--- config.mk ---
export PLATFORM = sky130hd
export DESIGN_NAME = gia_ctrl
export DESIGN_NICKNAME = d
export VERILOG_FILES = /design/src/gia_pkg.sv /design/src/gia_ctrl.sv
export SDC_FILE = /design/constraint.sdc
export NUM_CORES = 1
export LEC_CHECK = 0
export BUFFER_PORTS_ARGS = -buffer_cell sky130_fd_sc_hd__buf_2
export CAP_MARGIN = 25
export CORE_AREA = 2 2 39 41
export CTS_CLUSTER_DIAMETER = 30
export DETAILED_ROUTE_END_ITERATION = 6
export DIE_AREA = 0 0 41 43
export SLEW_MARGIN = 20
export SYNTH_ARGS = -nofsm -noshare
export SYNTH_HDL_FRONTEND = slang
export SYNTH_SLANG_ARGS = --single-unit
--- constraint.sdc ---
create_clock -name clk -period 1.9 [get_ports clk]
set_input_delay 0 -clock clk [delete_from_list [all_inputs] [get_ports clk]]
set_output_delay 0 -clock clk [all_outputs]
set_load 0.01 [all_outputs]
--- src/gia_pkg.sv ---
// Shared types, sizes and codes for the generational ID allocator.
// Used by the interfaces, the controller, the datapath and the top level.
// No dependencies.
`default_nettype none

package gia_pkg;

    // Table sizes.
    localparam int MAX_ENTITIES   = 256;
    localparam int NUM_COMPONENTS = 32;

    // Field widths.
    localparam int ID_W   = $clog2(MAX_ENTITIES);
    localparam int CNT_W  = ID_W + 1;
    localparam int VER_W  = 32;
    localparam int KIND_W = 3;
    localparam int COMP_W = 5;
    localparam int ST_W   = 2;

    // Request kinds.
    localparam logic [KIND_W-1:0] KIND_CREATE  = 3'd0;
    localparam logic [KIND_W-1:0] KIND_DESTROY = 3'd1;
    localparam logic [KIND_W-1:0] KIND_CHECK   = 3'd2;
    localparam logic [KIND_W-1:0] KIND_SET     = 3'd3;
    localparam logic [KIND_W-1:0] KIND_CLEAR   = 3'd4;
    localparam logic [KIND_W-1:0] KIND_TEST    = 3'd5;

    // Result status codes.
    localparam logic [ST_W-1:0] ST_OK      = 2'd0;
    localparam logic [ST_W-1:0] ST_FULL    = 2'd1;
    localparam logic [ST_W-1:0] ST_UNALLOC = 2'd2;

    // One entity row: version and component mask.
    typedef struct packed {
        logic [VER_W-1:0]          ver;
        logic [NUM_COMPONENTS-1:0] mask;
    } row_t;

    // Commands from the controller to the datapath.
    typedef struct packed {
        logic load_req;   // capture the request and start the memory reads
        logic fetch_row;  // read the row of the ID popped from the free stack
        logic commit;     // update state and load the output register
    } dp_cmd_t;

    // Status from the datapath to the controller.
    typedef struct packed {
        logic stack_nonempty;
        logic out_stall;
    } dp_stat_t;

endpackage

`default_nettype wire

--- src/gia_ctrl.sv ---
// Controller state machine of the generational ID allocator.
// Sequences request capture, the optional free-stack pop and the commit.
// Depends on gia_pkg.
`default_nettype none

module gia_ctrl
    import gia_pkg::*;
(
    input  wire logic              clk,
    input  wire logic              rst_n,
    input  wire logic              in_valid,
    input  wire logic [KIND_W-1:0] in_kind,
    output logic                   in_ready,
    input  wire dp_stat_t          stat,
    output dp_cmd_t                cmd
);

    localparam logic [1:0] S_IDLE = 2'd0;
    localparam logic [1:0] S_POP  = 2'd1;
    localparam logic [1:0] S_EXEC = 2'd2;

    logic [1:0] state_reg;
    logic [1:0] state_next;
    logic       accept;

    assign in_ready = (state_reg == S_IDLE);
    assign accept   = in_valid && in_ready;

    // Next state and commands.
    always_comb
    begin
        state_next    = state_reg;
        cmd.load_req  = 1'b0;
        cmd.fetch_row = 1'b0;
        cmd.commit    = 1'b0;
        unique case (state_reg)
            S_IDLE:
            begin
                if (accept)
                begin
                    cmd.load_req = 1'b1;
                    if ((in_kind == KIND_CREATE) && stat.stack_nonempty)
                        state_next = S_POP;
                    else
                        state_next = S_EXEC;
                end
            end
            S_POP:
            begin
                cmd.fetch_row = 1'b1;
                state_next    = S_EXEC;
            end
            S_EXEC:
            begin
                if (!stat.out_stall)
                begin
                    cmd.commit = 1'b1;
                    state_next = S_IDLE;
                end
            end
            default:
            begin
                state_next = S_IDLE;
            end
        endcase
    end

    // State register.
    always_ff @(posedge clk or negedge rst_n)
    begin
        if (!rst_n)
            state_reg <= S_IDLE;
        else
            state_reg <= state_next;
    end

endmodule

`default_nettype wire

# ---- Word level (Yosys, flattened, before mapping)
# Cells that the tools add are included.
dict set report totals {
  output_inout_bits 4
  mem_count 0
  latch_bits 0
  inputBits 8
  mem_bits_rw 0
  elab_cells 19
  ff_bits 2
  rom_bits 0
}
dict set report classes {
  addsub 0
  shifts 0
  n_reduce_logical 5
  n_bitwise 0
  div 0
  n_mux 9
  order_cmp 0
  eq_ne 4
  multipliers 0
}
# cell count
set op_table {}
lappend op_table {{$mux W2} 3}
lappend op_table {{$pmux W2 S3} 1}
lappend op_table {{$mux W1} 5}
lappend op_table {{$logic_not A3 Y1} 1}
lappend op_table {{$eq A2 B1 Y1 const B} 1}
lappend op_table {{$eq A2 B2 Y1 const B} 1}
lappend op_table {{$logic_and A1 B1 Y1} 2}
lappend op_table {{$logic_not A2 Y1} 1}
lappend op_table {{$ne A2 B1 Y1 const B} 1}
lappend op_table {{$ne A2 B2 Y1 const B} 1}
lappend op_table {{$reduce_and A2 Y1} 1}

# ---- Longest topological paths before layout
# Gate-level depths: netlist (run 1).
dict set report depth {
  word_depth 5
  ltp_mapped 2
  mapped_depth_nobuf 2
}

# ---- Worst setup path after synthesis (run 1)
# OpenSTA, ideal clock, no wires.
dict set report synth_path {
  path_type {register to register}
  from {register state_reg[1]}
  to {register state_reg[0]}
  setup_time_ns 0.067
  required_ns 1.833
  stages_incl_launch_ff 3
  period_less_slack_ns 0.847
  n_path_buf 0
  setup_slack_ns 1.053
  arrival_ns 0.780
  path_cell_list {dfrtp_1 > nor2_1 > and3_1}
}
dict set report synth_between {
  elab_chain_cells 4
  elab_cells_between_ends 8
  classes_between {4 x eq/ne; 1 x mux; 3 x reduce/logical}
}
# element line_no
set synth_lines {}
lappend synth_lines {{start: declaration} gia_ctrl.sv:22} ;# logic [1:0] state_reg;
lappend synth_lines {{start signal: assignment} gia_ctrl.sv:74} ;# state_reg <= state_next;
lappend synth_lines {{$logic_not A2 Y1 *} gia_ctrl.sv:26} ;# assign in_ready = (state_reg == S_IDLE);
lappend synth_lines {{via in_ready} gia_ctrl.sv:13} ;# output logic in_ready,
lappend synth_lines {{$logic_and A1 B1 Y1} gia_ctrl.sv:27} ;# assign accept = in_valid && in_ready;
lappend synth_lines {{$ne A2 B1 Y1 (no source line)} --}
lappend synth_lines {{$reduce_and A2 Y1 (no source line)} --}
# The timed path passes the listed nets; every way through them passes the cells marked *.
# A chain may end at the register's enable or synchronous reset.

==> impl_metrics.json, run 1 <==
{
  "multi_input_area_um2": 60.1,
  "dp.cells": 39,
  "ys_warn_count": 0,
  "regArea_um2": 50.0,
  "globalRouteTotalUtil": 0.0522,
  "num_antenna_cells": 0,
  "largest_register_ffs": 2,
  "routedWlPerCell_um": 7.42,
  "cts_root_buf": "clkbuf_4",
  "io_buffers": 11,
  "clock_skew_ps": 2.98,
  "num_vias": 139,
  "grt_pass1_wl_um": 531,
  "ff2ff_setup_slack_ps": 1110,
  "routed_via_density": 3.23,
  "slew_violations": 0,
  "status": "complete, no violations",
  "die_h_um": 43,
  "max_slew_margin": 0.835,
  "dpl.hpwl_um": 267,
  "first_iter_violations": 0,
  "syn_area_per_cell_um2": 9.80,
  "dr.pass1.iters": 1,
  "crit_required_ps": 1900,
  "pwr-share-clk": 0.507,
  "place_congestion": 0.565,
  "ys_seq_area_frac": 0.426,
  "holdWs_ps": 29.5,
  "power.density_nw_per_um2": 818,
  "grt_pass1_vias": 139,
  "initial_core_util": 0.0850,
  "cts_made_buffers": 3,
  "rsz0062_at_grt": "false",
  "row_count": 14,
  "cellLeakagePower_nw": 0.124,
  "period_needed_ps": 987,
  "grt_overflow_total": 0,
  "clock_sinks": 2,
  "antenna_found_initial": 0,
  "ys_seq_elements": 2,
  "power.internal_mw": 0.138,
  "worstSkewPairLatency_ps": 220,
  "max_cap_violations": 0,
  "power_mw": 0.184,
  "drc": 0,
  "netlist_area_um2": 118,
  "ant_nets": 0,
  "syn_nets": 20,
  "combPwrFrac": 0.207,
  "die_w_um": 41,
  "holdPathStages": 2,
  "finalHoldViolations": 0,
  "cts_tree": "built",
  "start_kind": "register",
  "coreArea_um2": 1380,
  "finalSetupTns_ps": 0,
  "cp.arrival_ps": 990,
  "hold_path.class": "input pin to register",
  "fmax_mhz": 1010,
  "path_class": "register to output port",
  "wirelength_um": 319,
  "cts_max_level": 1,
  "swShare": 0.251,
  "grt_max_degree": 7,
  "fin_crit_sh": 0.519,
  "reg2reg_depth": 1,
  "seq_power_share": 0.286,
  "fill_cells": 156,
  "drive_gt1_frac": 0.556,
  "synthCells": 12,
  "io_pins": 12,
  "final_nets": 37,
  "worst_pin_slew_ps": 248,
  "setup_violations": 0,
  "dieArea_um2": 1760,
  "crit_path_max_fanout": 5,
  "cts_setup_buffers": 0,
  "end_kind": "output port",
  "stdcell_count": 43,
  "area_growth_pct": 91.5,
  "cts_buffer_depth": 2,
  "ys_types": 10,
  "peakVddDrop_uv": 135,
  "p_switching_mw": 0.0461,
  "clk_pin_slew_ps": 30
}
==> critical path, cell delays in order, from the launching register on <==
cell and delay [ps]:
dfrtp_1 400, nor3b_1 210, buf_2 160
==> power by group through the flow <==
stage                     Combinational, mW  Sequential, mW  Clock (mW)
after detailed placement             0.0371          0.0529           0
final                                0.0382          0.0526      0.0933
after global placement               0.0369          0.0523           0
after CTS                            0.0389          0.0525       0.101
after floorplan                      0.0185          0.0517           0
after global routing                 0.0433          0.0539       0.106
==> routing by layer <==
layer  vias to the layer above  global-route usage  share of wire
li1                         75                   -              -
met1                        54              0.0609           0.52
met2                        10              0.0469           0.34
met3                         0              0.0157           0.13
met4                         0               0.100              0
met5                         -                   0              0
==> worst paths after layout <==
path / startpoint / to
setup / recovery: state_reg[0]$_DFFE_PN0P_ / cmd[0]
hold / removal: in_valid / state_reg[0]$_DFFE_PN0P_
setup reg to reg: state_reg[1]$_DFFE_PN0P_ / state_reg[1]$_DFFE_PN0P_
hold reg to reg: state_reg[1]$_DFFE_PN0P_ / state_reg[1]$_DFFE_PN0P_
max in group asynchronous: rst_n / state_reg[0]$_DFFE_PN0P_
min in group asynchronous: rst_n / state_reg[1]$_DFFE_PN0P_
==> stage by stage <==
stage	util	cell area (µm²)	setup WS (ps)
2_1_floorplan	-	118	1050
3_3_place_gp	0.139	193	1140
3_5_place_dp	0.139	193	1110
4_1_cts	0.163	225	898
5_1_grt	0.163	225	816
6_report	0.163	225	913
==> layout make-up <==
cell class / instances / share of cell area
Timing Repair Buffer: 12 / 0.289
Multi-Input combinational cell: 8 / 0.267
Clock buffer: 3 / 0.100
Tap cell: 16 / 0.0889
Inverter: 2 / 0.0333
Sequential cell: 2 / 0.222
==> Yosys cell counts, drive strengths merged <==
| master | n | area [µm²] |
|---|---|---|
| dfrtp | 2 | 50.1 |
| o311ai | 1 | 8.76 |
| nor2 | 1 | 3.75 |
| nor4b | 1 | 15.0 |
| nand2b | 1 | 6.26 |
| nor3b | 1 | 7.51 |
| and3 | 1 | 6.26 |
| inv | 2 | 7.51 |
| nand3b | 1 | 7.51 |
| nor3 | 1 | 5.00 |
==> cells in the final DEF, fill, tap and decap left out <==
cell type,count
inv_1,2
and3_1,1
dfrtp_1,2
nor3_1,1
nand2b_1,1
nand3b_1,1
nor4b_2,1
nor3b_1,1
clkbuf_4,3
o311ai_1,1
dlygate4sd3_1,1
buf_2,11
nor2_1,1
==> cells by family (layout without fill, tap and decap cells) <==
kind of cell,after synthesis,count (layout),synth area share
buffers and inverters,2,17,0.0639
DFF,2,2,0.426
and+or+nand+nor,7,7,0.436
AOI/OAI and AO/OA,1,1,0.0745
==> timing repair <==
action,in CTS,in global routing
hold buffers,1,0
gates resized for setup,0,0
hold endpoints to repair,2,0
Power figures use the tool's default switching activity.
==> run 2, diff against run 1 <==
--- a/config.mk
+++ b/config.mk
@@ -5,6 +5,7 @@
 export SDC_FILE = /design/constraint.sdc
 export NUM_CORES = 1
 export LEC_CHECK = 0
+export ABC_AREA = 1
 export BUFFER_PORTS_ARGS = -buffer_cell sky130_fd_sc_hd__buf_2
 export CAP_MARGIN = 25
 export CORE_AREA = 2 2 39 41
==> constraint.sdc (replaced) <==
create_clock -name clk -period 0.9 [get_ports clk]
set_input_delay 0 -clock clk [delete_from_list [all_inputs] [get_ports clk]]
set_output_delay 0 -clock clk [all_outputs]
set_load 0.01 [all_outputs]
==> impl_metrics.json, run 2 <==
{
  "status": "finished, violations left",
  "violations": "setup timing",
  "clk_pin_slew_ps": 30,
  "final_common_cell": "buf_2",
  "synth-adder-area-share": 0,
  "globalRouteTotalUtil": 0.0573,
  "netlist_area_um2": 135,
  "place_congestion": 0.575,
  "synthSimpleGateAreaFrac": 0.435,
  "drive_gt1_frac": 0.538,
  "wirelength_um": 344,
  "synth_common_cells": "7 x inv_1, 5 x nand2_1, 3 x nor2_1",
  "final_area_um2": 269,
  "cp.arrival_ps": 990,
  "cts_tree": "built",
  "finalHoldViolations": 0,
  "critPathBufInv": 2,
  "ys_seq_area_frac": 0.370,
  "path_cells": "nor2_2 -> nand2_2 -> inv_2 -> buf_6",
  "holdWs_ps": 46.9,
  "rsz0062_at_grt": "true",
  "grt_pass1_vias": 163,
  "crit_required_ps": 900,
  "peakVddDrop_uv": 370,
  "cts_buffer_depth": 2,
  "slowest_stage": "dfrtp_1",
  "dr.pass1.iters": 4,
  "grt_max_degree": 5,
  "dieArea_um2": 1760,
  "timing.critical_path.from": "state_reg[1]$_DFFE_PN0P_",
  "cts_made_buffers": 3,
  "slew_violations": 0,
  "dpl.hpwl_um": 262,
  "stdcell_count": 55,
  "ys_warn_count": 0,
  "critPathMaxStageDelay_ps": 400,
  "netlist_top_cells_area": "dfrtp_1 37%, inv_1 19%, nand2_1 14%",
  "dp.cells": 49,
  "cellLeakagePower_nw": 0.165,
  "end_kind": "output port",
  "power_mw": 0.422,
  "syn_area_per_cell_um2": 6.14,
  "num_vias": 179,
  "max_slew_margin": 0.901,
  "synth_edf_count": 0,
  "yosysMostFrequentCell": "inv_1",
  "io_pins": 12,
  "synth_compound_gate_area_share": 0,
  "synth_top_cell_by_area": "dfrtp_1",
  "layout_common_cells": "10 x buf_2, 6 x inv_1, 5 x nand2_1, 3 x nor2_1, 3 x clkbuf_4",
  "start_kind": "register",
  "crit_path_max_fanout": 4,
  "initial_core_util": 0.0976,
  "clock_skew_ps": 4.63,
  "fmax_mhz": 1010,
  "worstSkewPairLatency_ps": 220,
  "die_h_um": 43,
  "ys_async_sr_fraction": 1.00,
  "synth_top_family_by_area": "simple AND/OR/NAND/NOR gates",
  "period_needed_ps": 994,
  "synthCells": 22,
  "final.setup.worst_slack_ps": -93.9,
  "row_count": 14,
  "cts_root_buf": "clkbuf_4",
  "max_cap_violations": 0,
  "num_antenna_cells": 0,
  "worstReg2RegStart": "state_reg[1]$_DFFE_PN0P_",
  "first_iter_violations": 4,
  "area_growth_pct": 99.1,
  "worst_pin_slew_ps": 148,
  "path_delay_family": "flip-flops",
  "grt_overflow_total": 0,
  "routed_via_density": 3.25,
  "final_util": 0.194,
  "syn_nets": 30,
  "hold_path.class": "input pin to register",
  "ant_nets": 0,
  "cts_max_level": 1,
  "path_class": "register to output port",
  "worstHoldStart": "in_kind[0]",
  "ys_seq_elements": 2,
  "netlist.area_leader.share": 0.370,
  "final_nets": 49,
  "clock_sinks": 2,
  "synthMuxAreaShare": 0,
  "power.density_nw_per_um2": 1570,
  "antenna_found_initial": 0,
  "fin_crit_sh": 1.10,
  "synth_xor_area_frac": 0,
  "drc": 0,
  "routedWlPerCell_um": 6.25,
  "ys_types": 8,
  "grt_pass1_wl_um": 586,
  "largest_register_ffs": 2,
  "coreArea_um2": 1380,
  "die_w_um": 41,
  "place_area_um2": 210,
  "io_buffers": 11,
  "setup_violations": 4,
  "ys.flop_type": "dfrtp_1"
}
-- run 2: repair_timing --
item / in CTS / in global routing
endpoints found under the hold margin: 2 / 0
endpoints found under the setup margin: 4 / 6
setup buffers: 2 / 0
pin swaps: 3 / 2
resized for setup: 0 / 3
hold buffers: 1 / 0
-- run 2: worst paths after layout --
kind                            cells past startpoint                       end  slack [ps]
worst min register to register                      3  state_reg[1]$_DFFE_PN0P_         580
min in group asynchronous                           2  state_reg[1]$_DFFE_PN0P_          90
worst max-delay path                                4                    cmd[2]         -90
worst min-delay path                                4  state_reg[0]$_DFFE_PN0P_          50
worst max register to register                      6  state_reg[1]$_DFFE_PN0P_          10
max in group asynchronous                           2  state_reg[0]$_DFFE_PN0P_         710
-- run 2: logic make-up after synthesis --
| group | after synthesis |
|---|---|
| buffers and inverters | 7 |
| DFF | 2 |
| and+or+nand+nor | 13 |
-- run 2: routing by layer --
metal / routed length, µm / up-vias / track usage / share of wire
li1: - / 97 / - / -
met1: 148 / 67 / 0.0581 / 0.43
met2: 132 / 13 / 0.0563 / 0.38
met3: 56 / 2 / 0.0471 / 0.16
met4: 6 / 0 / 0.0800 / 0.017
met5: 0 / - / 0 / 0
-- run 2: per-stage QoR --
step                setup TNS (ps)  worst slack [ps]
detailed placement               0               111
global route                  -647              -154
floorplan                        0              90.6
global placement                 0               116
CTS                           -304              -122
finish                        -228             -93.9
-- run 2: cell type report --
class,count,area (µm²)
Fill cell,165,1110
Timing Repair Buffer,14,86.3
Multi-Input combinational cell,13,63.8
Sequential cell,2,50.0
Inverter,7,26.3
Clock buffer,3,22.5
Tap cell,16,20.0
-- run 2: worst register-to-register path, cell delays in order, from the launching register on --
cell and delay [ps]:
dfrtp_1 400, inv_1 100, nand2_1 70, buf_4 130, nand2_1 50, inv_1 40, nand2_1 40
-- run 2: where the power goes --
group / leakage [nW] / internal, mW / switching (mW)
clock network: 0.0138 / 0.147 / 0.0508
registers: 0.0259 / 0.0995 / 0.00996
logic: 0.125 / 0.0594 / 0.0551
==> run 3, diff against run 2 <==
--- a/config.mk
+++ b/config.mk
@@ -5,7 +5,6 @@
 export SDC_FILE = /design/constraint.sdc
 export NUM_CORES = 1
 export LEC_CHECK = 0
-export ABC_AREA = 1
 export BUFFER_PORTS_ARGS = -buffer_cell sky130_fd_sc_hd__buf_2
 export CAP_MARGIN = 25
 export CORE_AREA = 2 2 39 41
==> impl_metrics.json, run 3 (same netlist as run 1, synthesis figures left out) <==
{
  "largest_register_ffs": 2,
  "grt_max_degree": 6,
  "cts_root_buf": "clkbuf_4",
  "critPathBufInv": 1,
  "routedWlPerCell_um": 8.33,
  "ff2ff_setup_slack_ps": 20,
  "die_h_um": 43,
  "worstSkewPairLatency_ps": 220,
  "path_cells": "nor3b_2 -> buf_2",
  "power.density_nw_per_um2": 1550,
  "holdPathStages": 2,
  "drc": 0,
  "place_congestion": 0.565,
  "end_kind": "output port",
  "die_w_um": 41,
  "final.setup.worst_slack_ps": -75.4,
  "final_common_cell": "buf_2",
  "cts_tree": "built",
  "row_count": 14,
  "setup_violations": 4,
  "cp.arrival_ps": 980,
  "finalHoldViolations": 0,
  "path_class": "register to output port",
  "slowest_stage": "dfrtp_2",
  "reg2reg_depth": 2,
  "grt_overflow_total": 0,
  "grt_pass1_wl_um": 600,
  "cts_max_level": 1,
  "cts_made_buffers": 3,
  "r2r-end": "state_reg[1]$_DFFE_PN0P_",
  "power_mw": 0.431,
  "max_cap_violations": 0,
  "cts_buffer_depth": 2,
  "start_kind": "register",
  "coreArea_um2": 1380,
  "final_nets": 39,
  "fill_cells": 153,
  "routed_via_density": 3.40,
  "hold_end": "state_reg[0]$_DFFE_PN0P_",
  "path_delay_family": "flip-flops",
  "cellLeakagePower_nw": 0.140,
  "critPathMaxStageDelay_ps": 440,
  "peakVddDrop_uv": 333,
  "fmax_mhz": 1030,
  "initial_core_util": 0.0850,
  "worstReg2RegStart": "state_reg[1]$_DFFE_PN0P_",
  "grt_pass1_vias": 150,
  "ant_nets": 0,
  "worst_pin_slew_ps": 294,
  "clock_skew_ps": 3.26,
  "crit_path_max_fanout": 5,
  "fin_crit_sh": 1.08,
  "antenna_found_initial": 0,
  "status": "finished, violations left",
  "violations": "setup timing",
  "drive_gt1_frac": 0.828,
  "rsz0062_at_grt": "true",
  "layout_common_cells": "10 x buf_2, 3 x clkbuf_4, 2 x buf_6, 2 x dfrtp_2",
  "final_util": 0.201,
  "slew_violations": 0,
  "num_vias": 153,
  "globalRouteTotalUtil": 0.0572,
  "worstHoldStart": "in_valid",
  "crit_required_ps": 900,
  "dr.pass1.iters": 1,
  "period_needed_ps": 975,
  "hold_path.class": "input pin to register",
  "first_iter_violations": 0,
  "wirelength_um": 375,
  "clk_pin_slew_ps": 30,
  "clock_sinks": 2,
  "dpl.hpwl_um": 267,
  "dieArea_um2": 1760,
  "post-place-ws_ps": 114,
  "area_growth_pct": 136,
  "io_buffers": 11,
  "max_slew_margin": 0.803,
  "io_pins": 12,
  "num_antenna_cells": 0
}
[run 3: what timing repair did]
item / CTS / global route
gates resized for setup: 6 / 3
hold buffers: 1 / 0
pin swaps: 3 / 0
endpoints found under the setup margin: 4 / 5
buffers inserted: 2 / 0
gates cloned: 0 / 0
hold endpoints to repair: 2 / 0
[run 3: final cells by class]
type | count | area (µm²) | area share
flip-flops and latches | 2 | 52.6 | 0.189
multi-input cells | 8 | 85.1 | 0.306
well taps | 16 | 20.0 | 0.0721
inverters | 2 | 7.51 | 0.0270
repair buffers | 14 | 90.1 | 0.324
clock buffers | 3 | 22.5 | 0.0811
[run 3: metal layers]
metal  up-vias  share of wire  track usage
met5         -              0            0
met4         0              0        0.100
met3         0           0.10       0.0157
met2        10           0.44       0.0563
met1        64           0.45       0.0673
li1         79              -            -
[run 3: report_power, final]
part / switching, mW / internal (mW) / total, mW
sequential: 0.0146 / 0.101 / 0.116
clock: 0.0507 / 0.147 / 0.198
combinational: 0.0454 / 0.0720 / 0.117
total: 0.111 / 0.320 / 0.431
[run 3: worst max-delay path by stage]
stage                                    end  slack, ps                     start  depth (start not counted)
detailed placement  state_reg[0]$_DFFE_PN0P_        110  state_reg[1]$_DFFE_PN0P_                          2
finish                                cmd[0]        -80  state_reg[0]$_DFFE_PN0P_                          2
global placement    state_reg[1]$_DFFE_PN0P_        140  state_reg[1]$_DFFE_PN0P_                          1
floorplan           state_reg[0]$_DFFE_PN0P_         50  state_reg[1]$_DFFE_PN0P_                          2
global route                          cmd[0]       -150  state_reg[0]$_DFFE_PN0P_                          2
CTS                                   cmd[2]        -80  state_reg[0]$_DFFE_PN0P_                          2
[run 3: through the flow]
step	cell area [µm²]	cells	setup TNS, ps	hold slack [ps]
5_1_grt	278	45	-536	36.1
3_3_place_gp	193	39	0	-211
6_report	278	45	-227	27.5
2_1_floorplan	118	12	0	-296
4_1_cts	265	45	-269	20.1
3_5_place_dp	193	39	0	-215
[run 3: worst reg2reg max path: cells and delay by family, from the launching register on]
kind	cells	cell delay, ps
AOI/OAI and AO/OA	1	230
buffers and inverters	1	130
DFF	1	430
